File: src/design/dssa_pkg.sv
// Package for the dual stack shared array unit.
// Holds operation and status codes and field widths; no dependencies.
// Used by the channel interfaces and by the top level.
package dssa_pkg;

    // Payload field widths
    localparam int DATA_W   = 32;
    localparam int OP_W     = 2;
    localparam int STATUS_W = 2;

    typedef logic [OP_W-1:0]     op_t;
    typedef logic [STATUS_W-1:0] status_t;
    typedef logic signed [DATA_W-1:0] data_t;

    // Operation codes; the unused fourth code behaves as a peek
    localparam op_t OP_PUSH = 2'd0;
    localparam op_t OP_POP  = 2'd1;
    localparam op_t OP_PEEK = 2'd2;

    // Status codes
    localparam status_t ST_OK       = 2'd0;
    localparam status_t ST_OVERFLOW = 2'd1;
    localparam status_t ST_EMPTY    = 2'd2;

endpackage

File: src/design/dssa_if.sv
// Channel interfaces for the dual stack shared array unit.
// Request and response channels with valid/ready handshakes.
// Depends on dssa_pkg for the payload types.
interface dssa_req_if;
    import dssa_pkg::*;

    logic    valid;
    logic    ready;
    op_t     op;
    logic    stack_sel;
    data_t   push_value;

    modport source (output valid, output op, output stack_sel, output push_value,
                    input ready);
    modport sink   (input valid, input op, input stack_sel, input push_value,
                    output ready);
endinterface

interface dssa_rsp_if;
    import dssa_pkg::*;

    logic    valid;
    logic    ready;
    status_t status;
    data_t   top_value;
    logic    lower_empty;
    logic    upper_empty;
    logic    store_full;

    modport source (output valid, output status, output top_value, output lower_empty,
                    output upper_empty, output store_full, input ready);
    modport sink   (input valid, input status, input top_value, input lower_empty,
                    input upper_empty, input store_full, output ready);
endinterface

File: src/design/dual_stack_shared_array_unit.sv
// A request beat is registered with its read data and pending state, then moved into the
// output register once that register is free; no new request is taken until then. Each request
// updates the counts and accesses the store when accepted, and the output register then picks up the read data.
// Reset clears both stack counts and the handshake state; store contents are not cleared
// and need no clearing pass, since only entries written by a push are ever returned.
// Depends on dssa_pkg and the channel interfaces in dssa_if.sv.
module dual_stack_shared_array_unit #(
    parameter int CAPACITY = 16
) (
    input  logic        clk,
    input  logic        rst_n,
    dssa_req_if.sink    req,
    dssa_rsp_if.source  rsp
);
    import dssa_pkg::*;

    localparam int CW = $clog2(CAPACITY + 1);
    localparam int AW = (CAPACITY > 1) ? $clog2(CAPACITY) : 1;
    localparam logic [CW-1:0] CAP_C   = CW'(CAPACITY);
    localparam logic [CW:0]   CAP_SUM = (CW + 1)'(CAPACITY);

    // Stack state and request bookkeeping
    logic [CW-1:0] lower_count_reg, lower_count_next;
    logic [CW-1:0] upper_count_reg, upper_count_next;
    logic          busy_reg;
    status_t       pend_status_reg;
    logic          pend_fwd_reg;
    logic          pend_zero_reg;
    data_t         pend_value_reg;

    // Output register
    logic          out_valid_reg;
    status_t       out_status_reg;
    data_t         out_top_reg;
    logic          out_lower_empty_reg;
    logic          out_upper_empty_reg;
    logic          out_full_reg;

    // Store
    data_t         mem [CAPACITY];
    data_t         rdata_reg;
    logic          mem_we;
    logic          mem_re;
    logic [AW-1:0] waddr;
    logic [AW-1:0] raddr;

    logic          accept;
    logic          out_load;
    logic [CW:0]   count_sum;
    logic          store_full;
    logic [CW-1:0] sel_count;
    logic [CW-1:0] new_sel_count;
    logic          sel_empty;
    status_t       status_c;
    logic [CW-1:0] waddr_wide;
    logic [CW-1:0] raddr_wide;

    assign accept   = req.valid && req.ready;
    assign req.ready = !busy_reg;
    assign out_load = busy_reg && (!out_valid_reg || rsp.ready);

    // Decode the request against the current counts
    always_comb
    begin
        count_sum     = {1'b0, lower_count_reg} + {1'b0, upper_count_reg};
        store_full    = (count_sum >= CAP_SUM);
        sel_count     = req.stack_sel ? upper_count_reg : lower_count_reg;
        sel_empty     = (sel_count == '0);
        lower_count_next = lower_count_reg;
        upper_count_next = upper_count_reg;
        mem_we        = 1'b0;
        status_c      = ST_OK;
        unique case (req.op)
            OP_PUSH:
            begin
                if (store_full)
                begin
                    status_c = ST_OVERFLOW;
                end
                else
                begin
                    mem_we = accept;
                    if (req.stack_sel)
                        upper_count_next = upper_count_reg + 1'b1;
                    else
                        lower_count_next = lower_count_reg + 1'b1;
                end
            end
            OP_POP:
            begin
                if (sel_empty)
                begin
                    status_c = ST_EMPTY;
                end
                else if (req.stack_sel)
                begin
                    upper_count_next = upper_count_reg - 1'b1;
                end
                else
                begin
                    lower_count_next = lower_count_reg - 1'b1;
                end
            end
            default:
            begin
                if (sel_empty)
                    status_c = ST_EMPTY;
            end
        endcase
        new_sel_count = req.stack_sel ? upper_count_next : lower_count_next;
        // Push slot: next free entry on the lower side, or one below the upper top
        waddr_wide = req.stack_sel ? (CAP_C - upper_count_reg - 1'b1) : lower_count_reg;
        // Top of the selected stack after the operation
        raddr_wide = req.stack_sel ? (CAP_C - upper_count_next)
                                   : (lower_count_next - 1'b1);
        waddr  = waddr_wide[AW-1:0];
        raddr  = raddr_wide[AW-1:0];
        mem_re = accept;
    end

    // Store: one write and one registered read per cycle
    always_ff @(posedge clk)
    begin
        if (mem_we)
            mem[waddr] <= req.push_value;
        if (mem_re)
            rdata_reg <= mem[raddr];
    end

    // Control state
    always_ff @(posedge clk or negedge rst_n)
    begin
        if (!rst_n)
        begin
            lower_count_reg <= '0;
            upper_count_reg <= '0;
            busy_reg        <= 1'b0;
            out_valid_reg   <= 1'b0;
        end
        else
        begin
            if (accept)
            begin
                lower_count_reg <= lower_count_next;
                upper_count_reg <= upper_count_next;
                busy_reg        <= 1'b1;
            end
            else if (out_load)
            begin
                busy_reg <= 1'b0;
            end
            if (out_load)
                out_valid_reg <= 1'b1;
            else if (rsp.ready)
                out_valid_reg <= 1'b0;
        end
    end

    // Pending request payload, held while the read completes
    always_ff @(posedge clk)
    begin
        if (accept)
        begin
            pend_status_reg <= status_c;
            pend_fwd_reg    <= mem_we;
            pend_zero_reg   <= (new_sel_count == '0);
            pend_value_reg  <= req.push_value;
        end
    end

    // Response beat: the pushed value is forwarded, an empty stack reads as zero
    always_ff @(posedge clk)
    begin
        if (out_load)
        begin
            out_status_reg      <= pend_status_reg;
            out_lower_empty_reg <= (lower_count_reg == '0);
            out_upper_empty_reg <= (upper_count_reg == '0);
            out_full_reg        <= (({1'b0, lower_count_reg} + {1'b0, upper_count_reg})
                                    >= CAP_SUM);
            if (pend_zero_reg)
                out_top_reg <= '0;
            else if (pend_fwd_reg)
                out_top_reg <= pend_value_reg;
            else
                out_top_reg <= rdata_reg;
        end
    end

    assign rsp.valid       = out_valid_reg;
    assign rsp.status      = out_status_reg;
    assign rsp.top_value   = out_top_reg;
    assign rsp.lower_empty = out_lower_empty_reg;
    assign rsp.upper_empty = out_upper_empty_reg;
    assign rsp.store_full  = out_full_reg;

`ifndef NO_ASSERTIONS
    // The two stacks never hold more than the store
    a_no_overcommit: assert property (@(posedge clk) disable iff (!rst_n)
        ({1'b0, lower_count_reg} + {1'b0, upper_count_reg}) <= CAP_SUM)
        else $error("stack counts exceed capacity");

    // An accepted beat occupies the unit in the following cycle
    a_accept_busy: assert property (@(posedge clk) disable iff (!rst_n)
        accept |=> busy_reg)
        else $error("accepted beat not held as pending");

    // Counts change only when a beat is accepted
    a_counts_hold: assert property (@(posedge clk) disable iff (!rst_n)
        !accept |=> ($stable(lower_count_reg) && $stable(upper_count_reg)))
        else $error("stack counts changed without a request");

    // An empty-stack response always carries a zero top value
    a_empty_zero: assert property (@(posedge clk) disable iff (!rst_n)
        (rsp.valid && rsp.status == ST_EMPTY) |-> (rsp.top_value == '0))
        else $error("empty status with non-zero top value");

    // A full store never reports both stacks empty
    a_full_flags: assert property (@(posedge clk) disable iff (!rst_n)
        (rsp.valid && rsp.store_full) |-> !(rsp.lower_empty && rsp.upper_empty))
        else $error("full store reported with both stacks empty");
`endif

endmodule

File: src/flat_wrapper.sv
// flat-port wrapper written by rule: the top's interface ports become plain ports
module dual_stack_shared_array_unit_flat import dssa_pkg::*;
#(
    parameter int CAPACITY = 16
)
  (clk, rst_n, req_valid, req_op, req_stack_sel, req_push_value, req_ready, rsp_valid, rsp_status, rsp_top_value, rsp_lower_empty, rsp_upper_empty, rsp_store_full, rsp_ready);
  dssa_req_if req_i ();
  dssa_rsp_if rsp_i ();
  input  logic clk;
  input  logic rst_n;
  input wire logic [$bits(req_i.valid)-1:0] req_valid;
  input wire logic [$bits(req_i.op)-1:0] req_op;
  input wire logic [$bits(req_i.stack_sel)-1:0] req_stack_sel;
  input wire logic [$bits(req_i.push_value)-1:0] req_push_value;
  output wire logic [$bits(req_i.ready)-1:0] req_ready;
  output wire logic [$bits(rsp_i.valid)-1:0] rsp_valid;
  output wire logic [$bits(rsp_i.status)-1:0] rsp_status;
  output wire logic [$bits(rsp_i.top_value)-1:0] rsp_top_value;
  output wire logic [$bits(rsp_i.lower_empty)-1:0] rsp_lower_empty;
  output wire logic [$bits(rsp_i.upper_empty)-1:0] rsp_upper_empty;
  output wire logic [$bits(rsp_i.store_full)-1:0] rsp_store_full;
  input wire logic [$bits(rsp_i.ready)-1:0] rsp_ready;
  assign req_i.valid = req_valid;
  assign req_i.op = req_op;
  assign req_i.stack_sel = req_stack_sel;
  assign req_i.push_value = req_push_value;
  assign req_ready = req_i.ready;
  assign rsp_valid = rsp_i.valid;
  assign rsp_status = rsp_i.status;
  assign rsp_top_value = rsp_i.top_value;
  assign rsp_lower_empty = rsp_i.lower_empty;
  assign rsp_upper_empty = rsp_i.upper_empty;
  assign rsp_store_full = rsp_i.store_full;
  assign rsp_i.ready = rsp_ready;
  dual_stack_shared_array_unit #(.CAPACITY(CAPACITY)) u_core (.clk(clk), .rst_n(rst_n), .req(req_i), .rsp(rsp_i));
endmodule
File: config.mk
export PLATFORM = sky130hd
export DESIGN_NAME = dual_stack_shared_array_unit_flat
export DESIGN_NICKNAME = d
export VERILOG_FILES = /design/src/design/dssa_pkg.sv /design/src/design/dssa_if.sv /design/src/design/dual_stack_shared_array_unit.sv /design/src/flat_wrapper.sv
export SDC_FILE = /design/constraint.sdc
export NUM_CORES = 1
export LEC_CHECK = 0
export BUFFER_PORTS_ARGS = -buffer_cell sky130_fd_sc_hd__buf_2
export CAP_MARGIN = 20
export CORE_MARGIN = 4
export CORE_UTILIZATION = 55
export DETAILED_ROUTE_END_ITERATION = 10
export PLACE_DENSITY = 0.72
export SYNTH_ARGS = -nofsm -noshare
export SYNTH_HDL_FRONTEND = slang
export SYNTH_SLANG_ARGS = --single-unit
export TNS_END_PERCENT = 100
File: constraint.sdc
create_clock -name clk -period 8.8 [get_ports clk]
set_input_delay 1.76 -clock clk [delete_from_list [all_inputs] [get_ports clk]]
set_output_delay 1.76 -clock clk [all_outputs]
set_load 0.05 [all_outputs]
==> flow_metrics.tcl <==
set metrics [dict create \
    postCtsSetupBuffers 0 \
    drt_iter0_drc 1132 \
    tightest_slew_ns 1.17 \
    grt_max_degree 129 \
    drive_above_1_share_pct 26.4 \
    largest_reg_flops 512 \
    synth_nets 1205 \
    rows 77 \
    required_ns 9.12 \
    die_h_um 220 \
    synth_top_family_by_area "multiplexers" \
    synth_xor_area_share_pct 0.588 \
    synth_edf_count 617 \
    dp_hpwl_um 23000 \
    syn_area_um2 24700 \
    port-buffer-count 77 \
    stdcell_area_um2 27600 \
    yosys-mux-area-fraction_pct 17.0 \
    ys_seq_area_share_pct 76.3 \
    globalRoute.totalOverflow 0 \
    fin_nets 1308 \
    rsz0062_at_grt "no" \
    layout_min_cycle_time_ns 5.32 \
    synth_simple_gate_area_share_pct 2.49 \
    antenna_found_initial 3 \
    synthFlopType "edfxtp_1" \
    hold_class "reg2reg" \
    syn_area_per_cell_um2 21.4 \
    insertion_delay_ns 0.61 \
    grt_pass1_wl_um 74200 \
    hold_slack_ns 0.430 \
    cp_max_fo 128 \
    dr.pass1.iters 5 \
    synthCells 1154 \
    numCtsBuffers 58 \
    drtAntennaViolNets 0 \
    whs_path_depth 0 \
    critPathMaxStageDelay_ns 0.70 \
    vdd_drop_max_v 0.000705 \
    slew_headroom_pct 21.8 \
    cp-start-kind "input pin" \
    route.detailed.drc 0 \
    async_flop_share_pct 1.91 \
    critical_path_buf_inv_count 2 \
    grt_pass1_vias 11600 \
    final.setup.tns_ns 0 \
    path_class "in2reg" \
    path_depth 11 \
    setup_viol 0 \
    post_cts_resized 0 \
    vias_per_cell 6.03 \
    cts_tree "done" \
    power.density_nw_per_um2 344 \
    synth-seq-cells 629 \
    io_pins 78 \
    p_leak_uw 0.00918 \
    die_w_um 220 \
    critPathSlowestCell "buf_12" \
    routed_wl_um 49300 \
    max_clock_freq_mhz 188 \
    hold_viol_final 0 \
    clkTransAtPathRegs_ns 0.06 \
    yosysUniqueCellTypes 59 \
    reg2reg_depth 12 \
    crit_path_cell_trace "buf_2, nor2b_1, o21ai_0, nor3_1, xnor2_2, ha_1, mux2i_4, buf_12, mux4_2, mux2i_1, mux2i_1" \
    wl_per_cell_um 26.0 \
    max-clock-path-buffers 3 \
    htree_levels 2 \
    critPathTopFamily "buffers and inverters" \
    synth_adder_area_share_pct 0.608 \
    synth_compound_area_share_pct 1.23 \
    cp_common_cell "mux2i_1" \
    grt_usage_pct 21.0 \
    vias 11500 \
    syn_to_final_growth_pct 12.0 \
    drv_slew 0 \
    ctsHoldBuffers 0 \
    largest-register "u_core.mem" \
    gp_congestion 0.773 \
    root_buffer "clkbuf_16" \
    min_period_over_period_pct 60.4 \
    critPathArrivalTime_ns 5.64 \
    core_area_um2 44300 \
    clock_sinks 629 \
    yosys_warnings 0 \
    drv_cap 0 \
    outcome "complete, no violations" \
    endpoint_kind "register" \
    fin_worst_skew_ns 0.0224 \
    initial_core_util_pct 55.7 \
    die_area_um2 48300 \
    dpl-instance-area_um2 25800 \
    fillers 3044 \
]
==> synthesized netlist by cell type, drive strengths merged, types with 2 or more instances <==
library cell	n	share of area [%]
a21oi	7	0.14
a31oi	8	0.20
a32oi	2	0.071
and2	3	0.076
and3	2	0.071
buf	43	1.4
clkbuf	17	0.26
dfrtp	12	1.2
edfxtp	617	75
ha	12	0.61
inv	10	0.15
mux2i	132	5.4
mux4	128	12
nand2	20	0.30
nand2b	2	0.051
nand3	3	0.081
nand3b	2	0.061
nand4	3	0.14
nor2	66	1.0
nor3	12	0.28
nor4	3	0.10
o21ai	14	0.28
or3b	2	0.071
xnor2	6	0.27
xor2	8	0.31
==> power breakdown <==
part           switching (µW)  internal [µW]
clock network            1040           1370
logic                    1740           1630
registers                 120           3590
==> per-layer routing <==
metal  vias up  track usage (%)  routed length [µm]
li1       4941                -                   -
met1      6042             29.6               20300
met2       394             34.8               24800
met3        77             3.35                3230
met4         4             5.67                 910
met5         -                0                  21
==> cell type report <==
cell class	instances	area (µm²)	area share, %
Inverter	10	38.8	0.140
Tap cell	592	741	2.68
Timing Repair Buffer	103	616	2.23
Antenna cell	2	5.00	0.0181
Clock buffer	72	1530	5.52
Multi-Input combinational cell	455	5590	20.2
Clock inverter	36	309	1.12
Sequential cell	629	18800	68.1
==> metrics by stage <==
step	power (µW)	worst slack, ns	std cells	utilization [%]
after floorplan	6590	3.08	1154	-
after global placement	7140	3.02	1787	58.2
after detailed placement	7190	2.95	1788	58.2
after CTS	9610	3.56	1896	62.3
after global routing	9990	3.20	1898	62.4
final	9500	3.48	1899	62.4
==> logic make-up after synthesis <==
logic type               after synthesis
flip-flops                           629
multiplexers                         260
XOR/XNOR                              14
adder cells (fa/ha/maj)               12
AO/OA/AOI/OAI                         44
AND/OR/NAND/NOR                      125
buffers and inverters                 70
==> worst register-to-register path: cells and delay by family (launching register included) <==
| kind | cells | cell delay (ns) |
|---|---|---|
| adders and majority gates | 2 | 0.54 |
| DFF | 1 | 0.57 |
| muxes | 5 | 1.86 |
| and+or+nand+nor | 3 | 0.85 |
| buffers and inverters | 2 | 0.76 |
==> cell usage in the layout, fill, tap and decap left out, drive strengths merged, types with 11 or more instances in the layout <==
cell type	instances
edfxtp	617
mux2i	132
mux4	128
buf	103
clkbuf	72
nor2	66
clkinv	24
nand2	20
o21ai	14
ha	12
dfrtp	12
nor3	12
inv	11
==> final timing paths <==
check,startpoint,to,slack [ns]
max in group asynchronous,rst_n,u_core.upper_count_reg[2],7.52
setup / recovery,req_stack_sel,u_core.rdata_reg[17],3.48
hold reg to reg,u_core.pend_status_reg[0],u_core.rsp.status[0],0.43
min in group asynchronous,rst_n,u_core.lower_count_reg[2],1.04
setup reg to reg,u_core.upper_count_reg[3],u_core.rdata_reg[17],3.95
hold / removal,u_core.pend_status_reg[0],u_core.rsp.status[0],0.43
(Power assumes the default switching activity.)
